## config.mk

```make
export PLATFORM = sky130hd
export DESIGN_NAME = mavg_cfg
export DESIGN_NICKNAME = d
export VERILOG_FILES = /design/src/hw/rtl/mavg_pkg.sv /design/src/hw/rtl/mavg_cfg.sv
export SDC_FILE = /design/constraint.sdc
export NUM_CORES = 1
export LEC_CHECK = 0
export BUFFER_PORTS_ARGS = -buffer_cell sky130_fd_sc_hd__buf_2
export CAP_MARGIN = 40
export CORE_ASPECT_RATIO = 0.6
export CORE_MARGIN = 4
export CORE_UTILIZATION = 30
export DETAILED_ROUTE_END_ITERATION = 7
export GPL_TIMING_DRIVEN = 1
export PLACE_DENSITY_LB_ADDON = 0.15
export SYNTH_ARGS = -nofsm -noshare
export SYNTH_HDL_FRONTEND = slang
export SYNTH_SLANG_ARGS = --single-unit
```

## constraint.sdc

```tcl
create_clock -name clk -period 1.1 [get_ports clk]
set_input_delay 0.275 -clock clk [delete_from_list [all_inputs] [get_ports clk]]
set_output_delay 0.275 -clock clk [all_outputs]
set_load 0.01 [all_outputs]
```

## src/hw/rtl/mavg_pkg.sv

```systemverilog
// Shared constants, types and state codes of the moving average filter.
`timescale 1ns / 1ps
`default_nettype none

package mavg_pkg;

  localparam int RING_DEPTH    = 256;
  localparam int SAMPLE_BITS   = 16;
  localparam int FRACTION_BITS = 8;

  localparam int RING_AW   = $clog2(RING_DEPTH);
  localparam int WIN_W     = RING_AW + 1;
  localparam int SUM_W     = SAMPLE_BITS + RING_AW;
  localparam int SCALED_W  = SUM_W + FRACTION_BITS;
  localparam int AVG_W     = 24;
  localparam int DIV_STEPS = SCALED_W;
  localparam int DIV_CNT_W = $clog2(DIV_STEPS);

  localparam int PADDR_W   = 3;
  localparam int PDATA_W   = 32;

  localparam logic [PADDR_W-3:0] REG_WINDOW   = 1'b0;
  localparam logic [WIN_W-1:0]   WINDOW_RESET = WIN_W'(4);

  typedef struct packed {
    logic [WIN_W-1:0] window;
    logic             restart;
  } cfg_t;

  typedef enum logic [2:0] {
    ST_IDLE,
    ST_UPDATE,
    ST_DIV,
    ST_HOLD
  } state_t;

endpackage

`default_nettype wire

```

## src/hw/rtl/mavg_cfg.sv

```systemverilog
// APB register block holding the window size.
`timescale 1ns / 1ps
`default_nettype none

module mavg_cfg
  import mavg_pkg::*;
(
  input  wire logic               clk,
  input  wire logic               rst,
  input  wire logic               psel,
  input  wire logic               penable,
  input  wire logic               pwrite,
  input  wire logic [PADDR_W-1:0] paddr,
  input  wire logic [PDATA_W-1:0] pwdata,
  output logic      [PDATA_W-1:0] prdata,
  output logic                    pready,
  output cfg_t                    cfg
);

  logic [WIN_W-1:0] window_size;
  logic             sel_window;
  logic             wr_window;

  assign pready     = 1'b1;
  assign sel_window = (paddr[PADDR_W-1:2] == REG_WINDOW);
  assign wr_window  = psel && penable && pwrite && sel_window;

  always_ff @(posedge clk) begin
    if (rst) begin
      window_size <= WINDOW_RESET;
    end else if (wr_window) begin
      window_size <= pwdata[WIN_W-1:0];
    end
  end

  assign prdata = sel_window ? PDATA_W'(window_size) : '0;

  // Zero acts as a window of one; anything past the ring depth is clamped.
  always_comb begin
    if (window_size == '0) begin
      cfg.window = WIN_W'(1);
    end else if (window_size > WIN_W'(RING_DEPTH)) begin
      cfg.window = WIN_W'(RING_DEPTH);
    end else begin
      cfg.window = window_size;
    end
    cfg.restart = wr_window;
  end

endmodule

`default_nettype wire

```

After elaboration in Yosys (flattened, before gate mapping)

Index checks and enable logic that the tools add are counted.

Register bits after elaboration: 9
Input port bits: 40
Output and inout bits: 43
Word-level logic and storage cells: 10

Order comparisons: 1
Multiplexer cells: 3
Bitwise operators: 1
Reductions and logical operators: 4

Operators with widths:

| cell                                                 | number |
|---|---|
| 9-bit two-way mux                                    | 3 |
| 9-bit greater-than comparator, second input constant | 1 |
| 9-bit zero test                                      | 1 |
| 1-bit logical AND                                    | 3 |
| 1-bit NOT                                            | 1 |

Logic depth before layout (Yosys ltp)

Word-level depth: 3
Depth in mapped cells: 3
Gate-level depth less buffers: 2

Least setup slack after synthesis

Ideal clock, no wire load.

Kind: register -> output
Start point: register window_size[3]
End point: output port cfg[1] (netlist bit)
Arrival time: 1032 ps
Required time: 825 ps
Path slack: -207 ps
Cell stages (with the launch flop): 3
Buffers on the path: 0
Cell sequence: dfxtp_1 > or4_1 > o22ai_1

RTL lines:

| item                   | RTL line       | RTL |
|---|---|---|
| start, declared        | mavg_cfg.sv:20 | `logic [WIN_W-1:0] window_size;` |
| start signal, assigned | mavg_cfg.sv:32 | `window_size <= pwdata[WIN_W-1:0];` |
| end, declared          | mavg_cfg.sv:17 | `output cfg_t cfg` |

==> flow_metrics.env <==
export IMPL_io_pins=83
export IMPL_rows=13
export IMPL_htree_levels=1
export IMPL_syn_inst=88
export IMPL_wire_per_inst_um=11.4
export IMPL_avgViaCountPerCell=3.75
export IMPL_drc=0
export IMPL_dpl_hpwl_mm=1.39
export IMPL_dr_pass1_iters=4
export IMPL_final_antenna_net_count=0
export IMPL_status="complete, but fails checks"
export IMPL_totalPowerFinal_w=0.000920
export IMPL_hold_viol_final=0
export IMPL_cts_root_buf="clkbuf_8"
export IMPL_gp_congestion=0.715
export IMPL_crit_path_start_kind="flip-flop"
export IMPL_violations="setup timing"
export IMPL_setup_viol=17
export IMPL_hp_class="in -> reg"
export IMPL_top_register="window_size"
export IMPL_rsz0062_at_grt="yes"
export IMPL_fin_crit_sh_pct=147
export IMPL_track_usage_pct=10.9
export IMPL_wirelength_mm=1.88
export IMPL_cts_buffers=3
export IMPL_grt_overflow_total=0
export IMPL_final_layout_size_suffix_gt1_share_pct=56.3
export IMPL_reg_largest_list="window_size x9"
export IMPL_clock_path_buffers=2
export IMPL_clkTransAtPathRegs_ns=0.05
export IMPL_criticalPathCategory="reg -> out"
export IMPL_critical_path_required_ns=0.82
export IMPL_path_max_fanout=2
export IMPL_num_antenna_cells=0
export IMPL_first_iter_violations=2
export IMPL_mostFrequentLayoutCell="conb_1"
export IMPL_cts_tree="done"
export IMPL_endpoint_kind="primary output"
export IMPL_design_die_area_mm2=0.00338
export IMPL_holdBufCountCts=0
export IMPL_grt_max_degree=19
export IMPL_initial_core_util_pct=33.1
export IMPL_cts_sinks=9
export IMPL_dieHeight_um=46.7
export IMPL_fin_hold_ws_ns=0.290
export IMPL_largest_register_ffs=9
export IMPL_coreArea_mm2=0.00226
export IMPL_power_leakage_nw=0.591
export IMPL_chipWidth_um=72.5
export IMPL_skew_ns=0
export IMPL_grt_pass1_vias=559
export IMPL_synth_cell_types=14
export IMPL_ys_ff_latch=9
export IMPL_final_nets=176
export IMPL_io_buffers=33
export IMPL_fmax_ghz=0.619
export IMPL_syn_area_um2=748
export IMPL_clk_latency_ns=0.23
export IMPL_most_common_layout_cells="conb_1 (24), buf_2 (23), buf_6 (20)"
export IMPL_placement_cell_area_um2=930
export IMPL_finalMaxSlewViolations=0
export IMPL_num_vias=619
export IMPL_worst_slack_ns=-0.516
export IMPL_grt_pass1_wl_mm=2.71
export IMPL_min_period_ns=1.62
export IMPL_p_per_area_mw_per_mm2=800
export IMPL_stdcell_area_mm2=0.00115
export IMPL_cap_violations=0
export IMPL_ys_warn_count=0
export IMPL_antenna_found_initial=0
export IMPL_yosysSeqAreaShare_pct=24.1
export IMPL_peakVddDrop_mv=0.911
export IMPL_cp_arrival_ns=1.34
export IMPL_synth_avg_cell_area_um2=8.50
export IMPL_area_growth_pct=53.7
-- critical path, stage by stage, from the launching register on --
cell and delay, ns:
dfxtp_2 0.31, or4_4 0.53, o22ai_2 0.12, buf_2 0.15
-- Yosys cell counts --
library cell	instances	area (µm²)
inv_1	1	3.75
nor2b_1	7	43.8
or4_1	2	15.0
o22ai_1	1	6.26
buf_4	25	188
conb_1	2	7.51
mux2i_1	9	90.1
buf_6	1	11.3
nand2b_1	16	100
clkbuf_1	3	11.3
and4b_1	1	10.0
dfxtp_1	9	180
and2b_2	8	70.1
nor2_1	3	11.3
-- cell type report --
class	count	area, µm²
multi-input cells	71	454
clock buffers	4	45.0
inverters	1	3.75
flip-flops and latches	9	191
well taps	30	37.5
fillers	219	1110
repair buffers	50	418
-- power by group --
part           internal, W  switching, W  leakage (nW)
Sequential        0.000336    0.00000500        0.0763
Clock             0.000252      0.000128        0.0228
Combinational     0.000100     0.0000985         0.492
Total             0.000688      0.000232         0.591
-- worst paths after layout --
path                            slack, ns                     endpoint  depth (start not counted)                        start
worst min register to register       0.48  window_size[0]$_SDFFE_PP0P_                          2  window_size[0]$_SDFFE_PP0P_
worst max-delay path                -0.52                       cfg[1]                          3  window_size[2]$_SDFFE_PP1P_
worst max register to register       0.28  window_size[2]$_SDFFE_PP1P_                          4  window_size[2]$_SDFFE_PP1P_
worst min-delay path                 0.29  window_size[7]$_SDFFE_PP0P_                          3                    pwdata[7]
-- routing by layer --
metal | part of all wire, % | up-vias | GRT usage, %
met5 | 0 | - | 0
met4 | 0 | 0 | 0
met3 | 8.2 | 0 | 4.79
li1 | - | 322 | -
met1 | 46 | 272 | 14.2
met2 | 45 | 25 | 17.7
-- stage by stage --
stage | setup slack [ns] | utilization, % | cells | TNS (ns)
after floorplan | -0.166 | - | 110 | -0.166
after global placement | -0.286 | 41.1 | 154 | -0.632
after detailed placement | -0.290 | 41.1 | 154 | -0.752
after CTS | -0.516 | 48.6 | 161 | -3.33
after global routing | -0.557 | 50.9 | 165 | -3.90
final | -0.516 | 50.9 | 165 | -3.21
-- logic make-up (layout without fill, tap and decap cells) --
family / Yosys count / after routing / synth area share (%)
buf+inv: 30 / 55 / 28.6
flops: 9 / 9 / 24.1
simple gates: 37 / 37 / 33.4
other cells: 2 / 24 / 1.00
compound gates: 1 / 1 / 0.837
mux: 9 / 9 / 12.0
-- repair_timing --
item | in CTS | in global routing
setup endpoints to repair | 19 | 19
resized for setup | 29 | 9
pin swaps | 1 | 2
gates cloned | 1 | 0
setup buffers | 3 | 7
Note: power is estimated with default switching activity, not from simulation.
