===== src/hw/rtl/mavg_pkg.sv =====
// Shared constants, types and state codes of the moving average filter.
`timescale 1ns / 1ps
`default_nettype none

package mavg_pkg;

  localparam int RING_DEPTH    = 256;
  localparam int SAMPLE_BITS   = 16;
  localparam int FRACTION_BITS = 8;

  localparam int RING_AW   = $clog2(RING_DEPTH);
  localparam int WIN_W     = RING_AW + 1;
  localparam int SUM_W     = SAMPLE_BITS + RING_AW;
  localparam int SCALED_W  = SUM_W + FRACTION_BITS;
  localparam int AVG_W     = 24;
  localparam int DIV_STEPS = SCALED_W;
  localparam int DIV_CNT_W = $clog2(DIV_STEPS);

  localparam int PADDR_W   = 3;
  localparam int PDATA_W   = 32;

  localparam logic [PADDR_W-3:0] REG_WINDOW   = 1'b0;
  localparam logic [WIN_W-1:0]   WINDOW_RESET = WIN_W'(4);

  typedef struct packed {
    logic [WIN_W-1:0] window;
    logic             restart;
  } cfg_t;

  typedef enum logic [2:0] {
    ST_IDLE,
    ST_UPDATE,
    ST_DIV,
    ST_HOLD
  } state_t;

endpackage

`default_nettype wire


===== src/hw/rtl/mavg_div.sv =====
// Restoring divider, one quotient bit per cycle, signed dividend, truncation toward zero.
`timescale 1ns / 1ps
`default_nettype none

module mavg_div
  import mavg_pkg::*;
(
  input  wire logic                       clk,
  input  wire logic                       rst,
  input  wire logic                       start,
  input  wire logic signed [SCALED_W-1:0] dividend,
  input  wire logic        [WIN_W-1:0]    divisor,
  output logic                            done,
  output logic signed      [AVG_W-1:0]    quotient
);

  logic                 busy;
  logic [DIV_CNT_W-1:0] step;
  logic                 neg;
  logic [SCALED_W-1:0]  quo;
  logic [WIN_W-1:0]     rem;
  logic [WIN_W-1:0]     dvs;
  logic [WIN_W:0]       rem_sh;
  logic                 fits;
  logic [SCALED_W-1:0]  quo_signed;

  assign rem_sh = {rem, quo[SCALED_W-1]};
  assign fits   = (rem_sh >= {1'b0, dvs});

  always_ff @(posedge clk) begin
    if (rst) begin
      busy <= 1'b0;
      done <= 1'b0;
      step <= '0;
    end else begin
      done <= 1'b0;
      if (start) begin
        busy <= 1'b1;
        step <= '0;
      end else if (busy) begin
        step <= step + 1'b1;
        if (step == DIV_CNT_W'(DIV_STEPS - 1)) begin
          busy <= 1'b0;
          done <= 1'b1;
        end
      end
    end
  end

  always_ff @(posedge clk) begin
    if (start) begin
      neg <= dividend[SCALED_W-1];
      quo <= dividend[SCALED_W-1] ? (~dividend + 1'b1) : dividend;
      rem <= '0;
      dvs <= divisor;
    end else if (busy) begin
      quo <= {quo[SCALED_W-2:0], fits};
      rem <= fits ? WIN_W'(rem_sh - {1'b0, dvs}) : rem_sh[WIN_W-1:0];
    end
  end

  // The magnitude quotient takes the sign of the dividend.
  assign quo_signed = neg ? (~quo + 1'b1) : quo;
  assign quotient   = quo_signed[AVG_W-1:0];

endmodule

`default_nettype wire


===== config.mk =====
export PLATFORM = sky130hd
export DESIGN_NAME = mavg_div
export DESIGN_NICKNAME = d
export VERILOG_FILES = /design/src/hw/rtl/mavg_pkg.sv /design/src/hw/rtl/mavg_div.sv
export SDC_FILE = /design/constraint.sdc
export NUM_CORES = 1
export LEC_CHECK = 0
export BUFFER_PORTS_ARGS = -buffer_cell sky130_fd_sc_hd__buf_4
export CAP_MARGIN = 25
export CORE_UTILIZATION = 36
export DETAILED_ROUTE_END_ITERATION = 16
export HOLD_SLACK_MARGIN = 0.03
export REMOVE_ABC_BUFFERS = 1
export SLEW_MARGIN = 15
export SYNTH_ARGS = -nofsm -noshare
export SYNTH_HDL_FRONTEND = slang
export SYNTH_SLANG_ARGS = --single-unit

===== constraint.sdc =====
create_clock -name clk -period 2.73 [get_ports clk]
set_input_delay 0.1365 -clock clk [delete_from_list [all_inputs] [get_ports clk]]
set_output_delay 0.1365 -clock clk [all_outputs]
set_load 0.01 [all_outputs]

; Word-level counts from Yosys, hierarchy flattened
; Index checks and enable logic that the tools add are counted.
[totals]
ff_bits = 58
inputBits = 44
output_inout_bits = 25
word_cells = 28
[classes]
addsub = 4
n_lt_le_gt_ge = 1
eq_ne = 1
n_mux = 9
bitwise = 3
reduce_logical = 3
[op_table]
columns = operator, n
row1 = 32-bit 2-to-1 mux, 3
row2 = 32-bit by 1-bit adder with 32-bit output (second input constant), 1
row3 = 32-bit NOT, 1
row4 = 24-bit by 1-bit adder with 24-bit output (second input constant), 1
row5 = 24-bit 2-to-1 mux, 1
row6 = 24-bit NOT, 1
row7 = 10-bit by 9-bit greater-or-equal comparator with 1-bit output, 1
row8 = 9-bit 2-to-1 mux, 1
row9 = 9-bit subtractor, 1
row10 = 5-bit by 1-bit adder with 5-bit output (second input constant), 1
row11 = 5-bit == test (second input constant), 1
row12 = 1-bit 2-to-1 mux, 4
row13 = 3-bit OR reduction, 1
row14 = 2-bit nonzero test, 1
row15 = 2-bit OR reduction, 1
row16 = 1-bit NOT, 1

; Depth between registers and ports, before layout
; Gate-level depths: netlist of run 1.
[logic_depth]
ltp_word = 4
depth_mapped = 10
ltp_nobuf = 9

; Worst setup path before layout of run 1
; No wires, ideal clock.
[synth_path]
path_type = register to register
start = reg quo[31]
end = reg rem[0]
setup_time_ps = 91
arrival_time_ps = 2453
t_required_ps = 2639
path_slack_ps = 186
stages_incl_launch_ff = 11
period_less_slack_ps = 2544
cell_sequence = edfxtp_1 > inv_1 > ha_1 > inv_1 > fa_1 > a211oi_1 > o21bai_1 > a211oi_2 > buf_2 > nand2_1 > a311oi_1
[synth_via]
elab_chain_cells = 2
elab_cells_between_ends = 3
cone_classes = add/sub: 1 / order compare: 1 / mux: 1
[synth_lines]
columns = element, line
row1 = from (decl), mavg_div.sv:20  ; logic [SCALED_W-1:0] quo;
row2 = from (signal assigned), mavg_div.sv:53  ; quo <= dividend[SCALED_W-1] ? (~dividend + 1'b1) : dividend;
row3 = from (signal assigned), mavg_div.sv:57  ; quo <= {quo[SCALED_W-2:0], fits};
row4 = 9-bit subtractor / 10-bit by 9-bit greater-or-equal comparator with 1-bit output (equally long branches), "mavg_div.sv:58, mavg_div.sv:28"
row5 = 9-bit 2-to-1 mux *, mavg_div.sv:58  ; rem <= fits ? WIN_W'(rem_sh - {1'b0, dvs}) : rem_sh[WIN_W-1:0];
row6 = to (signal assigned), mavg_div.sv:58
row7 = to (decl), mavg_div.sv:21  ; logic [WIN_W-1:0] rem;
; Mark *: on every way between the ends. The rest lies on a longest branch, timed or not.
; A chain may end at the register's enable or synchronous reset.

; Worst setup path after layout of run 1
[layout_path]
start = reg quo[12]
end = out quotient[20]
[layout_via]
elab_chain_cells = 3
[layout_lines]
columns = element, line
row1 = 24-bit NOT, mavg_div.sv:63  ; assign quo_signed = neg ? (~quo + 1'b1) : quo;
row2 = 24-bit by 1-bit adder with 24-bit output, mavg_div.sv:63
row3 = 24-bit 2-to-1 mux, mavg_div.sv:63
row4 = to (decl), mavg_div.sv:14  ; output logic signed [AVG_W-1:0] quotient
; No other way between the ends.

==> results.sh, run 1 <==
export IMPL_hp_start="dividend[28]"
export IMPL_drive_above_1_share_pct=22.5
export IMPL_hold_path_class="input pin to flop"
export IMPL_via_per_inst=5.31
export IMPL_grt_start_max_net_pins=59
export IMPL_syn_area_per_cell_sq_um=9.34
export IMPL_cts_reportedPaths_clkPinSlew_ns=0.07
export IMPL_synth_cells=427
export IMPL_cp_arrival_ns=2.48
export IMPL_initial_utilization_pct=36.8
export IMPL_power_total_mw=2.71
export IMPL_regToRegEndpoint="rem[1]$_SDFFE_PP0P_"
export IMPL_seqCellArea_sq_um=1580
export IMPL_final_min_clock_period_ns=2.62
export IMPL_outcome="complete, but fails checks"
export IMPL_diodes=0
export IMPL_htreeDepth=3
export IMPL_fp_dieH_microns=107
export IMPL_worst_slew_pin_slew_ns=0.674
export IMPL_cts_tree="done"
export IMPL_setup_tns_ns=0
export IMPL_ys_async_sr_fraction_pct=0
export IMPL_max_slew_margin_rel_pct=54.7
export IMPL_hpwl_microns=7330
export IMPL_port_buffers=68
export IMPL_seq_area_frac_synth_pct=39.6
export IMPL_wire_per_inst_microns=15.6
export IMPL_antenna_left=0
export IMPL_worstPathRequired_ns=2.59
export IMPL_placeableCoreArea_sq_um=10800
export IMPL_nFillCells=1066
export IMPL_slew_violations=0
export IMPL_numCtsBuffers=9
export IMPL_syn_to_final_growth_pct=25.2
export IMPL_ir_drop_mv=0.321
export IMPL_grt_pass1_wl_microns=16200
export IMPL_grt_pass1_vias=3254
export IMPL_globalRouteTotalUtil_pct=18.3
export IMPL_power_density_nw_per_um2=543
export IMPL_synth_main_ff_cell="edfxtp_1"
export IMPL_ys_ff_latch=58
export IMPL_first_pass_iters=11
export IMPL_final_instance_count_excl_fill=647
export IMPL_nets=560
export IMPL_multi_input_area_sq_um=2280
export IMPL_maxCapViolations=0
export IMPL_ios=69
export IMPL_design_die_area_sq_um=11500
export IMPL_dpl_cell_count=621
export IMPL_fin_skew_ns=0.0108
export IMPL_cp_end_kind="output port"
export IMPL_holdWs_ns=0.148
export IMPL_cts_sinks=58
export IMPL_antenna_found_initial=0
export IMPL_rows=38
export IMPL_finalCritPeriodShare_pct=96.0
export IMPL_start_kind="flop"
export IMPL_yosys_cell_types_count=52
export IMPL_root_buffer="clkbuf_8"
export IMPL_clk_insertion_delay_late_ns=0.35
export IMPL_synth_area_sq_um=3990
export IMPL_rrSetupSlack_ns=0.27
export IMPL_cp_max_fo=4
export IMPL_leakage_nw=1.96
export IMPL_critPathKind="flop to output port"
export IMPL_violations="DRC"
export IMPL_reg2reg_depth=10
export IMPL_post_route_util_pct=46.1
export IMPL_cts_buffer_depth=2
export IMPL_worstReg2RegStart="quo[31]$_DFFE_PP_"
export IMPL_hold_viol=0
export IMPL_min_path_cells=3
export IMPL_ys_warn_count=0
export IMPL_vias=3434
export IMPL_drc_errors=1
export IMPL_drtIter0Drc=252
export IMPL_place_congestion=0.873
export IMPL_fmax_mhz=382
export IMPL_wl_microns=10100
export IMPL_rsz0062_at_grt="true"
export IMPL_grt_ovfl_total=0
export IMPL_setup_violations=0
export IMPL_chipWidth_microns=107
export IMPL_worstHoldEndpoint="quo[28]$_DFFE_PP_"
export IMPL_synth_edf_count=42
## worst max-delay path, cell delays in order (launching register included)
cell and delay, ns:
edfxtp_1 0.43, or4_4 0.60, nor4_4 0.27, nand2_1 0.14, o41ai_1 0.37, xnor2_1 0.19, buf_4 0.15
## through the flow
stage	instance area, sq um	setup slack (ns)
after floorplan	3900	0.0689
after global placement	4640	0.294
after detailed placement	4640	0.178
after CTS	4980	0.0339
after global routing	4990	-0.00116
final	4990	0.109
## worst max path at each step
stage / from / end / slack (ns) / cells after the start
after global routing: quo[12]$_DFFE_PP_ / quotient[23] / -0.001 / 6
after detailed placement: quo[31]$_DFFE_PP_ / rem[0]$_SDFFE_PP0P_ / 0.18 / 10
after CTS: quo[11]$_DFFE_PP_ / quotient[23] / 0.03 / 6
after global placement: quo[31]$_DFFE_PP_ / rem[1]$_SDFFE_PP0P_ / 0.29 / 10
final: quo[12]$_DFFE_PP_ / quotient[20] / 0.11 / 6
after floorplan: quo[31]$_DFFE_PP_ / rem[1]$_SDFFE_PP0P_ / 0.07 / 9
## cells in the mapped netlist (all sizes together), types with 6 or more instances
cell	count	share of area, %
or4	8	1.7
o21ai	18	2.3
buf	6	0.88
edfxtp	42	32
xnor2	23	5.1
nor3	7	0.88
or2	7	1.1
mux2i	9	2.3
dfxtp	16	8.0
ha	13	4.1
a211oi	6	1.3
a21oi	41	5.1
clkbuf	15	1.4
o31ai	13	2.4
nor2	53	5.0
o41ai	16	4.8
xor2	34	7.5
inv	20	1.9
nand2	20	1.9
nand2b	6	0.94
## kinds of logic (layout without fill, tap and decap cells)
logic type	after synthesis	in the layout	synth area share [%]
xor+xnor	57	57	12.5
mux	10	10	2.54
buf+inv	41	121	4.17
compound gates	115	115	20.2
flops	58	58	39.6
fa+ha+maj	14	14	4.58
simple gates	132	132	16.4
## layout make-up
class | count | share of cell area, %
Sequential cell | 58 | 31.7
Inverter | 20 | 1.50
Tap cell | 140 | 3.51
Multi-Input combinational cell | 328 | 45.7
Clock buffer | 11 | 2.83
Clock inverter | 5 | 1.55
Timing Repair Buffer | 85 | 13.3
## per-layer routing
metal  GRT usage [%]  vias to the layer above  part of all wire (%)
met5               0                        -                     0
met4            7.14                        0                   1.8
met3            3.45                       14                   4.1
met2            29.5                       75                    48
met1            24.2                     1629                    46
li1                -                     1716                     -
## cell usage in the layout (no fill, tap or decap), types with 6 or more instances in the layout
master | synthesis | layout
a21oi_1 | 41 | 41
buf_4 | 1 | 75
clkbuf_8 | 0 | 10
dfxtp_1 | 16 | 16
dlygate4sd3_1 | 0 | 10
edfxtp_1 | 42 | 42
ha_1 | 13 | 13
inv_1 | 20 | 20
mux2i_1 | 9 | 9
nand2_1 | 20 | 20
nand2b_1 | 6 | 6
nor2_1 | 53 | 53
nor3_1 | 7 | 7
o21ai_0 | 18 | 18
o31ai_1 | 13 | 13
o41ai_1 | 9 | 7
o41ai_2 | 7 | 9
or2_2 | 6 | 6
xnor2_1 | 23 | 23
xor2_1 | 34 | 34
## repair_timing
action / CTS / global route
hold buffers: 10 / 0
gates resized for setup: 4 / 2
hold endpoints to repair: 11 / 0
setup buffers: 0 / 0
gates cloned: 0 / 0
pin swaps: 0 / 0
setup endpoints to repair: 3 / 8
## registers in the layout, indices dropped and copies added, names as in the netlist
signal / count
rem: 9
neg: 1
done: 1
busy: 1
step: 5
quo: 32
dvs: 9
## where the power goes
| part | internal, mW | leakage [nW] | switching, mW |
|---|---|---|---|
| clock | 0.536 | 0.109 | 0.355 |
| combinational | 0.335 | 1.30 | 0.369 |
| sequential | 1.04 | 0.544 | 0.0737 |
| total | 1.91 | 1.96 | 0.798 |
Note: power is estimated with default switching activity, not from simulation.
==> run 2: changes to the inputs <==
==> constraint.sdc (replaced) <==
create_clock -name clk -period 2.73 [get_ports clk]
set_input_delay 0.4095 -clock clk [delete_from_list [all_inputs] [get_ports clk]]
set_output_delay 0.4095 -clock clk [all_outputs]
set_load 0.01 [all_outputs]
==> results.sh, run 2 (synthesis gave the netlist of run 1 again) <==
export IMPL_finalWorstSetupSlack_ns=-0.0846
export IMPL_via_per_inst=5.38
export IMPL_wire_per_inst_microns=15.9
export IMPL_power_density_nw_per_um2=510
export IMPL_worst_slew_pin_slew_ns=0.609
export IMPL_multi_input_area_sq_um=2390
export IMPL_ios=69
export IMPL_path_common_cell="buf_4"
export IMPL_outcome="complete, but fails checks"
export IMPL_largest_register="quo"
export IMPL_cts_reportedPaths_clkPinSlew_ns=0.07
export IMPL_antenna_found_initial=0
export IMPL_hpwl_microns=7390
export IMPL_grt_ovfl_total=0
export IMPL_drtIter0Drc=221
export IMPL_clk_insertion_delay_late_ns=0.35
export IMPL_leakage_nw=2.00
export IMPL_initial_utilization_pct=36.8
export IMPL_violations="DRC, setup timing"
export IMPL_syn_to_final_growth_pct=26.8
export IMPL_grt_start_max_net_pins=46
export IMPL_cts_tree="done"
export IMPL_hold_viol=0
export IMPL_layout_common_cells="buf_4, nor2_1, edfxtp_1, a21oi_1, xor2_1"
export IMPL_holdBufCountCts=0
export IMPL_nFillCells=1054
export IMPL_slew_violations=0
export IMPL_start_kind="flop"
export IMPL_grt_pass1_vias=3283
export IMPL_cpPeakStageDelay_ns=0.58
export IMPL_critPathKind="flop to output port"
export IMPL_place_congestion=0.809
export IMPL_ir_drop_mv=0.174
export IMPL_first_pass_iters=11
export IMPL_path_cells="or4_4, nor4_4, buf_4, nand2_2, o41ai_2, xnor2_1, buf_4"
export IMPL_maxCapViolations=0
export IMPL_seqCellArea_sq_um=1580
export IMPL_wl_microns=10300
export IMPL_port_buffers=68
export IMPL_fmax_mhz=355
export IMPL_grt_pass1_wl_microns=16500
export IMPL_fp_dieH_microns=107
export IMPL_setup_tns_ns=-0.297
export IMPL_hold_path_class="input pin to flop"
export IMPL_drc_errors=1
export IMPL_drive_above_1_share_pct=27.6
export IMPL_cp_slowest_cell="or4_4"
export IMPL_rows=38
export IMPL_rsz0062_at_grt="true"
export IMPL_final_common_cell="buf_4"
export IMPL_diodes=0
export IMPL_fin_skew_ns=0.0116
export IMPL_finalCritPeriodShare_pct=103
export IMPL_cp_arrival_ns=2.41
export IMPL_nets=561
export IMPL_max_slew_margin_rel_pct=58.9
export IMPL_largest_reg_flops=32
export IMPL_crit_buf_inv=2
export IMPL_cts_sinks=58
export IMPL_htreeDepth=3
export IMPL_cts_buffer_depth=2
export IMPL_globalRouteTotalUtil_pct=18.7
export IMPL_cp_max_fo=3
export IMPL_path_delay_family="simple AND/OR/NAND/NOR gates"
export IMPL_placeableCoreArea_sq_um=10800
export IMPL_vias=3484
export IMPL_setup_violations=5
export IMPL_final_instance_count_excl_fill=648
export IMPL_cp_end_kind="output port"
export IMPL_numCtsBuffers=9
export IMPL_final_min_clock_period_ns=2.81
export IMPL_chipWidth_microns=107
export IMPL_design_die_area_sq_um=11500
export IMPL_dpl_cell_count=627
export IMPL_top_regs="quo: 32 flops, dvs: 9 flops, rem: 9 flops"
export IMPL_root_buffer="clkbuf_8"
export IMPL_antenna_left=0
export IMPL_worstPathRequired_ns=2.32
[run 2: cell types whose count changed in the layout (fill, tap and decap cells not counted), moves of 2 or more]
cell / previous run / this run
xnor2_1: 23 / 20
nand2_1: 20 / 17
a21oi_2: 0 / 3
nand2_2: 0 / 3
o21ai_0: 18 / 16
a21oi_1: 41 / 38
o41ai_1: 7 / 5
dlygate4sd3_1: 10 / 0
xnor2_2: 0 / 3
buf_4: 75 / 85
bufinv_16: 2 / 0
[run 2: final timing paths]
kind	start	end	slack, ns	cells past startpoint
worst max-delay path	quo[9]$_DFFE_PP_	quotient[19]	-0.08	7
worst min-delay path	divisor[8]	dvs[8]$_DFFE_PP_	0.23	1
worst max register to register	quo[31]$_DFFE_PP_	rem[1]$_SDFFE_PP0P_	0.23	11
worst min register to register	rem[2]$_SDFFE_PP0P_	rem[2]$_SDFFE_PP0P_	0.49	2
[run 2: layer usage]
metal	global-route usage, %	routed length (microns)	part of all wire (%)	vias to the layer above
met4	7.53	166	1.6	0
met1	24.2	4640	45	1670
met5	0	0	0	-
met2	30.9	5080	49	84
met3	3.15	441	4.3	13
li1	-	-	-	1717
[run 2: layout make-up]
cell class | count | share of cell area [%]
Multi-Input combinational cell | 328 | 47.4
Sequential cell | 58 | 31.3
Timing Repair Buffer | 86 | 13.0
Tap cell | 140 | 3.46
Clock buffer | 13 | 3.14
Inverter | 20 | 1.48
Clock inverter | 3 | 0.272
[run 2: power breakdown]
| part | leakage, nW | internal (mW) | switching [mW] |
|---|---|---|---|
| sequential | 0.544 | 1.04 | 0.0715 |
| clock | 0.0908 | 0.373 | 0.345 |
| combinational | 1.37 | 0.358 | 0.389 |
| total | 2.00 | 1.77 | 0.806 |
[run 2: timing repair]
action	CTS	global route
resized for setup	15	14
endpoints found under the setup margin	10	14
setup buffers	1	4
pin swaps	6	4
[run 2: through the flow]
| step | hold WS, ns | utilization, % | worst slack [ns] | total power [mW] | cell area (sq um) |
|---|---|---|---|---|---|
| floorplan | 0.453 | - | 0.0689 | 1.50 | 3900 |
| global placement | 0.482 | 43.3 | 0.0937 | 1.82 | 4690 |
| detailed placement | 0.498 | 43.3 | 0.0602 | 1.83 | 4690 |
| CTS | 0.215 | 45.7 | -0.140 | 2.58 | 4950 |
| global route | 0.222 | 46.7 | -0.166 | 2.72 | 5060 |
| finish | 0.233 | 46.7 | -0.0846 | 2.58 | 5060 |
==> run 3: changes to the inputs <==
--- a/config.mk
+++ b/config.mk
@@ -11,6 +11,7 @@
 export DETAILED_ROUTE_END_ITERATION = 16
 export HOLD_SLACK_MARGIN = 0.03
 export REMOVE_ABC_BUFFERS = 1
+export SKIP_CTS_REPAIR_TIMING = 1
 export SLEW_MARGIN = 15
 export SYNTH_ARGS = -nofsm -noshare
 export SYNTH_HDL_FRONTEND = slang
==> results.sh, run 3 (synthesis gave the netlist of run 1 again) <==
export IMPL_place_congestion=0.809
export IMPL_power_density_nw_per_um2=509
export IMPL_p_int_mw=1.78
export IMPL_layout_common_cells="buf_4, nor2_1, edfxtp_1, a21oi_1, xor2_1"
export IMPL_leakage_nw=2.03
export IMPL_cp_max_fo=3
export IMPL_fin_area_sq_um=5060
export IMPL_power_frac_comb_pct=29.2
export IMPL_finalWorstSetupSlack_ns=-0.210
export IMPL_grt_ovfl_total=0
export IMPL_numCtsBuffers=9
export IMPL_top_regs="quo: 32 flops, dvs: 9 flops, rem: 9 flops"
export IMPL_wl_microns=10400
export IMPL_path_delay_family="simple AND/OR/NAND/NOR gates"
export IMPL_final_common_cell="buf_4"
export IMPL_wire_per_inst_microns=15.9
export IMPL_setup_tns_ns=-0.493
export IMPL_critPathKind="flop to output port"
export IMPL_cpPeakStageDelay_ns=0.57
export IMPL_clk_insertion_delay_late_ns=0.35
export IMPL_hold_viol=0
export IMPL_violations="DRC, setup timing"
export IMPL_path_common_cell="buf_4"
export IMPL_fp_dieH_microns=107
export IMPL_cp_end_kind="output port"
export IMPL_placeableCoreArea_sq_um=10800
export IMPL_nFillCells=1052
export IMPL_ir_drop_mv=0.173
export IMPL_htreeDepth=3
export IMPL_globalRouteTotalUtil_pct=18.5
export IMPL_antenna_left=0
export IMPL_drc_errors=1
export IMPL_fmax_mhz=340
export IMPL_slew_violations=0
export IMPL_worst_slew_pin_slew_ns=0.619
export IMPL_cts_buffer_depth=2
export IMPL_via_per_inst=5.34
export IMPL_setup_violations=7
export IMPL_drive_above_1_share_pct=27.7
export IMPL_crit_buf_inv=2
export IMPL_cp_arrival_ns=2.53
export IMPL_start_kind="flop"
export IMPL_place_area_sq_um=4690
export IMPL_cp_slowest_cell="or4_4"
export IMPL_rows=38
export IMPL_multi_input_area_sq_um=2360
export IMPL_maxCapViolations=0
export IMPL_hold_path_class="input pin to flop"
export IMPL_grt_pass1_wl_microns=16200
export IMPL_cts_reportedPaths_clkPinSlew_ns=0.06
export IMPL_seqCellArea_sq_um=1580
export IMPL_largest_reg_flops=32
export IMPL_initial_utilization_pct=36.8
export IMPL_hp_start="rst"
export IMPL_largest_register="quo"
export IMPL_ios=69
export IMPL_chipWidth_microns=107
export IMPL_cts_sinks=58
export IMPL_preCtsSetupSlack_ns=0.0602
export IMPL_final_min_clock_period_ns=2.94
export IMPL_outcome="complete, but fails checks"
export IMPL_antenna_found_initial=0
export IMPL_fin_skew_ns=0.0104
export IMPL_netSwitchingFraction_pct=31.0
export IMPL_port_buffers=68
export IMPL_syn_to_final_growth_pct=26.9
export IMPL_path_cells="or4_4, nor4_4, buf_4, nand2_4, o41ai_4, xnor2_1, buf_4"
export IMPL_grt_pass1_vias=3225
export IMPL_max_slew_margin_rel_pct=58.2
export IMPL_p_clk_share_pct=27.7
export IMPL_setup_worst_path_start="quo[15]$_DFFE_PP_"
export IMPL_root_buffer="clkbuf_8"
export IMPL_nets=566
export IMPL_design_die_area_sq_um=11500
export IMPL_grt_start_max_net_pins=46
export IMPL_drtIter0Drc=188
export IMPL_diodes=0
export IMPL_worstPathRequired_ns=2.32
export IMPL_worstReg2RegStart="quo[31]$_DFFE_PP_"
export IMPL_post_route_util_pct=46.7
export IMPL_hpwl_microns=7390
export IMPL_finalCritPeriodShare_pct=108
export IMPL_p_switching_mw=0.800
export IMPL_p_seq_share_pct=43.1
export IMPL_cts_tree="done"
export IMPL_first_pass_iters=10
export IMPL_vias=3490
export IMPL_rsz0062_at_grt="true"
## run 3: cell types whose count changed in the layout (fill, tap and decap cells not counted), moves of 2 or more
| cell | previous run | this run |
|---|---|---|
| buf_4 | 85 | 90 |
| nand2_2 | 3 | 1 |
| xnor2_2 | 3 | 1 |
| xnor2_1 | 20 | 22 |
## run 3: power groups by stage
| stage | Sequential [mW] | Combinational [mW] | Clock [mW] |
|---|---|---|---|
| floorplan | 1.12 | 0.384 | 0 |
| global placement | 1.12 | 0.701 | 0 |
| detailed placement | 1.12 | 0.710 | 0 |
| CTS | 1.10 | 0.714 | 0.740 |
| global route | 1.12 | 0.824 | 0.768 |
| finish | 1.11 | 0.752 | 0.715 |
## run 3: cell type report
| cell class | instances | area share [%] |
|---|---|---|
| multi-input cells | 328 | 46.7 |
| flip-flops and latches | 58 | 31.2 |
| repair buffers | 91 | 13.7 |
| well taps | 140 | 3.46 |
| clock buffers | 13 | 3.14 |
| inverters | 20 | 1.48 |
| clock inverters | 3 | 0.272 |
## run 3: path summary, 6_finish.rpt
check | end | slack [ns] | cells after the start
worst max-delay path | quotient[23] | -0.21 | 7
worst min-delay path | busy$_SDFF_PP0_ | 0.24 | 2
worst max register to register | rem[1]$_SDFFE_PP0P_ | 0.23 | 11
worst min register to register | rem[2]$_SDFFE_PP0P_ | 0.49 | 2
## run 3: per-stage QoR
| step | cells | total power [mW] | hold WS, ns |
|---|---|---|---|
| after floorplan | 406 | 1.50 | 0.453 |
| after global placement | 627 | 1.82 | 0.482 |
| after detailed placement | 627 | 1.83 | 0.498 |
| after CTS | 643 | 2.56 | 0.215 |
| after global routing | 653 | 2.71 | 0.226 |
| final | 653 | 2.58 | 0.237 |
## run 3: routing by layer
layer  part of all wire [%]  global-route usage [%]  vias up  routed length [microns]
met1                     46                    24.1     1672                     4770
met3                    3.4                    3.15       18                      350
met4                    2.0                    7.53        0                      207
li1                       -                       -     1726                        -
met2                     49                    30.2       74                     5030
met5                      0                       0        -                        0
